<file path="config.mk">
export PLATFORM = sky130hd
export DESIGN_NAME = pfa_ctrl
export DESIGN_NICKNAME = d
export VERILOG_FILES = /design/src/rtl/pfa_pkg.sv /design/src/rtl/pfa_ctrl.sv
export SDC_FILE = /design/constraint.sdc
export NUM_CORES = 1
export LEC_CHECK = 0
export ABC_CLOCK_PERIOD_IN_PS = 2180
export BUFFER_PORTS_ARGS = -buffer_cell sky130_fd_sc_hd__buf_2
export CELL_PAD_IN_SITES_DETAIL_PLACEMENT = 1
export CELL_PAD_IN_SITES_GLOBAL_PLACEMENT = 1
export CORE_MARGIN = 2
export CORE_UTILIZATION = 32
export CTS_CLUSTER_DIAMETER = 50
export DETAILED_ROUTE_END_ITERATION = 6
export GPL_TIMING_DRIVEN = 0
export PLACE_DENSITY_LB_ADDON = 0.05
export SETUP_SLACK_MARGIN = 0.4
export SYNTH_ARGS = -nofsm -noshare
export SYNTH_HDL_FRONTEND = slang
export SYNTH_SLANG_ARGS = --single-unit
</file>
<file path="constraint.sdc">
create_clock -name aclk -period 2.18 [get_ports aclk]
set_clock_uncertainty 0.05 [all_clocks]
set_input_delay 0.327 -clock aclk [delete_from_list [all_inputs] [get_ports aclk]]
set_output_delay 0.327 -clock aclk [all_outputs]
set_load 0.005 [all_outputs]
</file>
<file path="src/rtl/pfa_pkg.sv">
// Shared types and constants for the page frame allocator and table walker.
// Used by the controller, the datapath and the top level; no dependencies.
`timescale 1ns / 1ps

package pfa_pkg;

    // Operation codes carried in the op field.
    localparam logic [2:0] OP_ALLOC  = 3'd0;
    localparam logic [2:0] OP_FREE   = 3'd1;
    localparam logic [2:0] OP_INCREF = 3'd2;
    localparam logic [2:0] OP_DECREF = 3'd3;
    localparam logic [2:0] OP_LOOKUP = 3'd4;

    // Result status codes.
    localparam logic [1:0] ST_OK        = 2'd0;
    localparam logic [1:0] ST_ABSENT    = 2'd1;
    localparam logic [1:0] ST_NO_FRAMES = 2'd2;
    localparam logic [1:0] ST_BAD       = 2'd3;

    // Walk levels: root, two intermediate tables, last one names the leaf table.
    localparam logic [1:0] LEVEL_ROOT = 2'd0;
    localparam logic [1:0] LEVEL_MID  = 2'd1;
    localparam logic [1:0] LEVEL_LAST = 2'd2;

    localparam int unsigned PAGE_OFFSET_BITS  = 12;
    localparam int unsigned ENTRIES_PER_TABLE = 512;
    localparam int unsigned INDEX_BITS        = 9;
    localparam logic [8:0]  INDEX_MAX         = 9'h1FF;
    localparam logic [1:0]  ENTRY_FLAGS       = 2'b11;  // write | present
    localparam logic [15:0] REF_MAX           = 16'hFFFF;

    typedef enum logic [3:0] {
        S_INIT,
        S_IDLE,
        S_DISPATCH,
        S_ALLOC_RD,
        S_ALLOC_TAKE,
        S_REF_RD,
        S_REF_UPD,
        S_ENT_RD,
        S_ENT_CHECK,
        S_NEW_RD,
        S_NEW_TAKE,
        S_ZERO,
        S_LINK,
        S_DONE
    } ctrl_state_t;

    // Commands from the controller to the datapath.
    typedef struct packed {
        logic       load;
        logic       init_step;
        logic       pop_rd;
        logic       pop_take;
        logic       push;
        logic       ref_rd;
        logic       ref_inc;
        logic       ref_dec;
        logic       ent_rd;
        logic       ent_take;
        logic       zero_step;
        logic       link;
        logic       level_inc;
        logic       set_pend;
        logic [1:0] pend_status;
        logic       pend_gnt;
        logic       pend_pte;
        logic       publish;
    } dp_cmd_t;

    // Status from the datapath to the controller.
    typedef struct packed {
        logic [2:0] op;
        logic       create;
        logic       init_last;
        logic       zero_last;
        logic       count_empty;
        logic       count_full;
        logic       fi_bad;
        logic       ref_zero;
        logic       ref_one;
        logic       ent_present;
        logic       ent_bad;
        logic       level_last;
        logic       out_free;
    } dp_status_t;

endpackage

</file>
<file path="src/rtl/pfa_ctrl.sv">
// Controller state machine for the page frame allocator and table walker.
// Depends on pfa_pkg; drives the datapath through dp_cmd_t only.
`timescale 1ns / 1ps

module pfa_ctrl
    import pfa_pkg::*;
(
    input  logic       aclk,
    input  logic       aresetn,
    input  logic       s_tvalid,
    input  dp_status_t stat,
    output dp_cmd_t    cmd,
    output logic       s_tready
);

    ctrl_state_t state_reg, state_next;
    logic        s_tready_int;

    assign s_tready_int = (state_reg == S_IDLE);
    assign s_tready     = s_tready_int;

    // State register.
    always_ff @(posedge aclk) begin
        if (!aresetn) begin
            state_reg <= S_INIT;
        end else begin
            state_reg <= state_next;
        end
    end

    // Next state.
    always_comb begin
        state_next = state_reg;
        unique case (state_reg)
            S_INIT: begin
                if (stat.init_last) state_next = S_IDLE;
            end
            S_IDLE: begin
                // A transaction on the input channel starts the work.
                if (s_tvalid && s_tready_int) state_next = S_DISPATCH;
            end
            S_DISPATCH: begin
                priority case (stat.op)
                    OP_ALLOC:  state_next = stat.count_empty ? S_DONE : S_ALLOC_RD;
                    OP_FREE:   state_next = S_DONE;
                    OP_INCREF,
                    OP_DECREF: state_next = stat.fi_bad ? S_DONE : S_REF_RD;
                    OP_LOOKUP: state_next = S_ENT_RD;
                    default:   state_next = S_DONE;
                endcase
            end
            S_ALLOC_RD:   state_next = S_ALLOC_TAKE;
            S_ALLOC_TAKE: state_next = S_DONE;
            S_REF_RD:     state_next = S_REF_UPD;
            S_REF_UPD:    state_next = S_DONE;
            S_ENT_RD:     state_next = S_ENT_CHECK;
            S_ENT_CHECK: begin
                if (stat.ent_present) begin
                    state_next = (stat.ent_bad || stat.level_last) ? S_DONE : S_ENT_RD;
                end else if (!stat.create || stat.count_empty) begin
                    state_next = S_DONE;
                end else begin
                    state_next = S_NEW_RD;
                end
            end
            S_NEW_RD:   state_next = S_NEW_TAKE;
            S_NEW_TAKE: state_next = S_ZERO;
            S_ZERO: begin
                if (stat.zero_last) state_next = S_LINK;
            end
            S_LINK: state_next = stat.level_last ? S_DONE : S_ENT_RD;
            S_DONE: begin
                if (stat.out_free) state_next = S_IDLE;
            end
            default: state_next = S_INIT;
        endcase
    end

    // Outputs.
    always_comb begin
        cmd = '0;
        unique case (state_reg)
            S_INIT: cmd.init_step = 1'b1;
            S_IDLE: cmd.load = 1'b1;
            S_DISPATCH: begin
                priority case (stat.op)
                    OP_ALLOC: begin
                        if (stat.count_empty) begin
                            cmd.set_pend    = 1'b1;
                            cmd.pend_status = ST_NO_FRAMES;
                        end
                    end
                    OP_FREE: begin
                        cmd.set_pend = 1'b1;
                        if (stat.fi_bad || stat.count_full) begin
                            cmd.pend_status = ST_BAD;
                        end else begin
                            cmd.push        = 1'b1;
                            cmd.pend_status = ST_OK;
                        end
                    end
                    OP_INCREF, OP_DECREF: begin
                        if (stat.fi_bad) begin
                            cmd.set_pend    = 1'b1;
                            cmd.pend_status = ST_BAD;
                        end
                    end
                    OP_LOOKUP: ;
                    default: begin
                        cmd.set_pend    = 1'b1;
                        cmd.pend_status = ST_BAD;
                    end
                endcase
            end
            S_ALLOC_RD: cmd.pop_rd = 1'b1;
            S_ALLOC_TAKE: begin
                cmd.pop_take    = 1'b1;
                cmd.set_pend    = 1'b1;
                cmd.pend_status = ST_OK;
                cmd.pend_gnt    = 1'b1;
            end
            S_REF_RD: cmd.ref_rd = 1'b1;
            S_REF_UPD: begin
                cmd.set_pend    = 1'b1;
                cmd.pend_status = ST_OK;
                if (stat.op == OP_INCREF) begin
                    cmd.ref_inc = 1'b1;
                end else if (stat.ref_zero) begin
                    cmd.pend_status = ST_BAD;
                end else begin
                    cmd.ref_dec = 1'b1;
                    // The count reaches zero: the frame goes back on the stack unless it is full.
                    if (stat.ref_one) begin
                        if (stat.count_full) cmd.pend_status = ST_BAD;
                        else                 cmd.push        = 1'b1;
                    end
                end
            end
            S_ENT_RD: cmd.ent_rd = 1'b1;
            S_ENT_CHECK: begin
                if (stat.ent_present) begin
                    if (stat.ent_bad) begin
                        cmd.set_pend    = 1'b1;
                        cmd.pend_status = ST_BAD;
                    end else begin
                        cmd.ent_take = 1'b1;
                        if (stat.level_last) begin
                            cmd.set_pend    = 1'b1;
                            cmd.pend_status = ST_OK;
                            cmd.pend_pte    = 1'b1;
                        end else begin
                            cmd.level_inc = 1'b1;
                        end
                    end
                end else if (!stat.create) begin
                    cmd.set_pend    = 1'b1;
                    cmd.pend_status = ST_ABSENT;
                end else if (stat.count_empty) begin
                    cmd.set_pend    = 1'b1;
                    cmd.pend_status = ST_NO_FRAMES;
                end
            end
            S_NEW_RD:   cmd.pop_rd    = 1'b1;
            S_NEW_TAKE: cmd.pop_take  = 1'b1;
            S_ZERO:     cmd.zero_step = 1'b1;
            S_LINK: begin
                cmd.link = 1'b1;
                if (stat.level_last) begin
                    cmd.set_pend    = 1'b1;
                    cmd.pend_status = ST_OK;
                    cmd.pend_pte    = 1'b1;
                end else begin
                    cmd.level_inc = 1'b1;
                end
            end
            S_DONE: cmd.publish = stat.out_free;
            default: ;
        endcase
    end

endmodule

</file>
# == Word level (Yosys, flattened, before mapping) ==
# Cells that the tools add are included.
# op_classes
n_eq_ne,21
n_mux,57
n_reduce_logical,12
# ops
operator,count
4-bit case mux with 13 select lines,1
4-bit 2-to-1 mux,9
1-bit 2-to-1 mux,28
"4-bit == test, second input constant",6
3-bit 2-to-1 mux,7
"4-bit by 3-bit == test with 1-bit output, second input constant",4
3-bit case mux with 5 select lines,1
2-bit 2-to-1 mux,6
3-bit case mux with 4 select lines,1
4-bit case mux with 3 select lines,1
"4-bit by 2-bit == test with 1-bit output, second input constant",2
2-bit OR reduction,4
"3-bit by 2-bit == test with 1-bit output, second input constant",2
"2-bit inequality test, second input constant",3
1-bit case mux with 2 select lines,3
"4-bit by 1-bit == test with 1-bit output, second input constant",1
4-bit zero test,1
4-bit AND reduction,1
"3-bit by 1-bit == test with 1-bit output, second input constant",1
"3-bit == test, second input constant",1
3-bit zero test,1
1-bit logical OR,3
"2-bit by 1-bit inequality test with 1-bit output, second input constant",1
1-bit logical AND,1
1-bit zero test,1
# totals
regBits,4
word_cells,91

# == Longest topological paths before layout ==
# logic_depth
word_depth,5
ltp_mapped,6

# == Worst setup path after synthesis ==
# No wires, ideal clock.
# synth_path
path_type,register to output
start,register state_reg[3]
end,output port cmd[14] (netlist bit)
t_arrival_ns,1.226
t_required_ns,1.803
path_slack_ns,0.577
stages_incl_launch_ff,6
cell_sequence,dfxtp_1 > buf_4 > or2_4 > nor4_4 > a32oi_1 > nor3_2
# synth_rtl
element,line,rtl
"start, declared",pfa_ctrl.sv:16,"ctrl_state_t state_reg, state_next;"
"start signal, assigned",pfa_ctrl.sv:27,state_reg <= state_next;
"end, declared",pfa_ctrl.sv:12,"output dp_cmd_t cmd,"

==> impl_metrics.env <==
export IMPL_outcome="finished, final reports clean"
export IMPL_power_share_clock_pct=9.1
export IMPL_internal_power_mw=0.5425
export IMPL_htreeDepth=1
export IMPL_tns_ns=0
export IMPL_die_w_um=51.95
export IMPL_drive_above_1_share_pct=48.05
export IMPL_die_height_um=51.95
export IMPL_synthTopCellsByArea="dfxtp_1, nor2_1, nand2b_1"
export IMPL_n_antenna_cell=0
export IMPL_routedWlPerCell_um=14.57
export IMPL_fillers=306
export IMPL_overflow=0
export IMPL_max_cap_violations=0
export IMPL_power_density_nw_per_um2=906.1
export IMPL_max_freq_mhz=515.5
export IMPL_areaGrowthSynthToFinish_pct=52.04
export IMPL_syn_avg_cell_area_um2=6.812
export IMPL_yosys_most_used_dff="dfxtp_1"
export IMPL_vias=984
export IMPL_finalPower_mw=1.014
export IMPL_drc=0
export IMPL_yosysWarnings=0
export IMPL_drt_wl_total_mm=2.651
export IMPL_syn_cell_area_um2=735.7
export IMPL_max_slew_margin_rel_pct=74.02
export IMPL_synth_most_common_cell="nor2_1"
export IMPL_gp_congestion=0.8710
export IMPL_cts_sinks=4
export IMPL_largest_reg_flops=4
export IMPL_dr_pass1_iters=4
export IMPL_clockBufferDepth=2
export IMPL_viasPerCell=5.407
export IMPL_hold_slack_ns=0.3225
export IMPL_seq_area_um2=85.08
export IMPL_start_kind="register"
export IMPL_slowest_delay_ns=0.54
export IMPL_die_area_um2=2699
export IMPL_ys_types=43
export IMPL_tritoncts="yes"
export IMPL_ir_drop_mv=0.5396
export IMPL_start_util_pct=33.58
export IMPL_synthCells=108
export IMPL_io_pin_count=38
export IMPL_antenna_found_initial=0
export IMPL_synth_top_area_cell="dfxtp_1"
export IMPL_grt_pass1_wl_mm=4.243
export IMPL_worstSetupPathType="reg2out"
export IMPL_crit_chain="buf_6 -> or4b_4 -> a21oi_2 -> a31oi_1 -> nand2_1 -> buf_2"
export IMPL_synthTopCellsByCount="nor2_1, nand2_1, nand2b_1, a21oi_1, nor3_1"
export IMPL_slew_viol_final=0
export IMPL_hold_viol_final=0
export IMPL_rows=17
export IMPL_place_area_um2=955.9
export IMPL_grt_pass1_vias=944
export IMPL_fp_coreArea_um2=2191
export IMPL_hold_class="in2reg"
export IMPL_dp_hpwl_mm=2.020
export IMPL_p_leak_nw=0.5026
export IMPL_worstMarginPinSlew_ns=0.3856
export IMPL_arrival_ns=1.56
export IMPL_dp_slack_ns=0.3670
export IMPL_min_period_ns=1.940
export IMPL_power_share_combinational_pct=78.2
export IMPL_clk_latency_ns=0.24
export IMPL_nets=174
export IMPL_crit_family="simple AND/OR/NAND/NOR gates"
export IMPL_multi_input_area_um2=658.1
export IMPL_crit_slowest_cell="or4b_4"
export IMPL_synth_nets=126
export IMPL_cts_root_buf="clkbuf_4"
export IMPL_synth_seq_cells=4
export IMPL_layout_setup_ws_ns=0.2402
export IMPL_yosys_area_top_type_share_pct=10.88
export IMPL_critPathMaxFanout=8
export IMPL_cts_buffers_inserted=3
export IMPL_setup_viol=0
export IMPL_synthArstFlopShare_pct=0
export IMPL_numPortBuffers=37
export IMPL_fin_area_um2=1119
export IMPL_rsz0062_at_grt="true"
export IMPL_p_sw_mw=0.4711
export IMPL_worstPathRequired_ns=1.80
export IMPL_grt_max_degree=11
export IMPL_detail_route_iter0_violations=14
export IMPL_p_seq_share_pct=12.7
export IMPL_antenna_left=0
export IMPL_path_clk_slew_ns=0.04
export IMPL_track_usage_pct=20.72
export IMPL_critPathBufInv=2
export IMPL_synth_edff_count=0
export IMPL_netSwitchingFraction_pct=46.48
export IMPL_worst_setup_path_end_kind="output pin"
export IMPL_fin_crit_sh_pct=88.98
export IMPL_seq_area_frac_synth_pct=10.88
-- final timing paths --
kind / startpoint / end / slack (ns) / cells past startpoint
worst max-delay path: state_reg[0]$_SDFFE_PN0P_ / cmd[4] / 0.24 / 6
worst min-delay path: aresetn / state_reg[1]$_SDFFE_PN0P_ / 0.32 / 2
worst max register to register: state_reg[2]$_SDFFE_PN0P_ / state_reg[1]$_SDFFE_PN0P_ / 0.67 / 4
worst min register to register: state_reg[1]$_SDFFE_PN0P_ / state_reg[1]$_SDFFE_PN0P_ / 0.77 / 4
-- cell type report --
| type | instances | area share, % |
|---|---|---|
| inverters | 3 | 1.007 |
| flip-flops and latches | 4 | 7.606 |
| well taps | 28 | 3.132 |
| plain buffers | 8 | 6.823 |
| multi-input cells | 93 | 58.84 |
| repair buffers | 43 | 20.58 |
| clock buffers | 3 | 2.013 |
-- power groups by stage --
stage | registers [mW] | logic (mW) | clock network [mW]
floorplan | 0.114 | 0.441 | 0
global placement | 0.119 | 0.619 | 0
detailed placement | 0.121 | 0.626 | 0
CTS | 0.125 | 0.712 | 0.0950
global route | 0.130 | 0.865 | 0.104
finish | 0.129 | 0.792 | 0.0924
-- worst register-to-register path: stages (launching register included) --
cell and delay (ns):
dfxtp_4 0.38, nand2b_1 0.28, a2bb2oi_1 0.22, o31ai_1 0.11, o311a_1 0.35
-- what timing repair did --
| action | CTS | global route |
|---|---|---|
| hold buffers | 0 | 0 |
| pin swaps | 6 | 2 |
| buffers inserted | 4 | 2 |
| gates resized for setup | 14 | 10 |
| endpoints found under the setup margin | 11 | 10 |
-- through the flow --
step           utilization [%]  std cells
2_1_floorplan                -        108
3_5_place_dp             43.63        173
4_1_cts                  48.03        180
3_3_place_gp             43.63        173
5_1_grt                  51.06        182
6_report                 51.06        182
-- per-layer routing --
| layer | track usage (%) | wire [µm] | vias to the layer above |
|---|---|---|---|
| met5 | 0 | 0 | - |
| met4 | 8.772 | 53 | 0 |
| met3 | 2.299 | 121 | 6 |
| met2 | 35.02 | 1332 | 30 |
| met1 | 26.30 | 1143 | 458 |
| li1 | - | - | 490 |
-- cells in the final DEF (no fill, tap or decap), drive strengths merged --
master	count
a211o	1
a211oi	2
a21oi	7
a2bb2oi	1
a311oi	1
a31o	1
a31oi	3
a32o	1
a32oi	1
and2	1
and3	2
and4	1
buf	50
clkbuf	4
dfxtp	4
inv	3
mux2i	1
nand2	9
nand2b	8
nand3	2
nand3b	1
nor2	17
nor2b	3
nor3	9
nor3b	4
nor4	2
o211ai	2
o21ai	3
o21bai	1
o2bb2ai	1
o311a	2
o31ai	2
or2	1
or3	1
or4b	1
xor2	1
-- cells by family after synthesis --
group / count (synthesis) / share of synthesized area (%)
compound gates: 29 / 27.72
xor+xnor: 1 / 1.191
buf+inv: 11 / 9.013
flops: 4 / 10.88
mux: 1 / 1.361
simple gates: 62 / 49.83
Power figures use the tool's default switching activity.
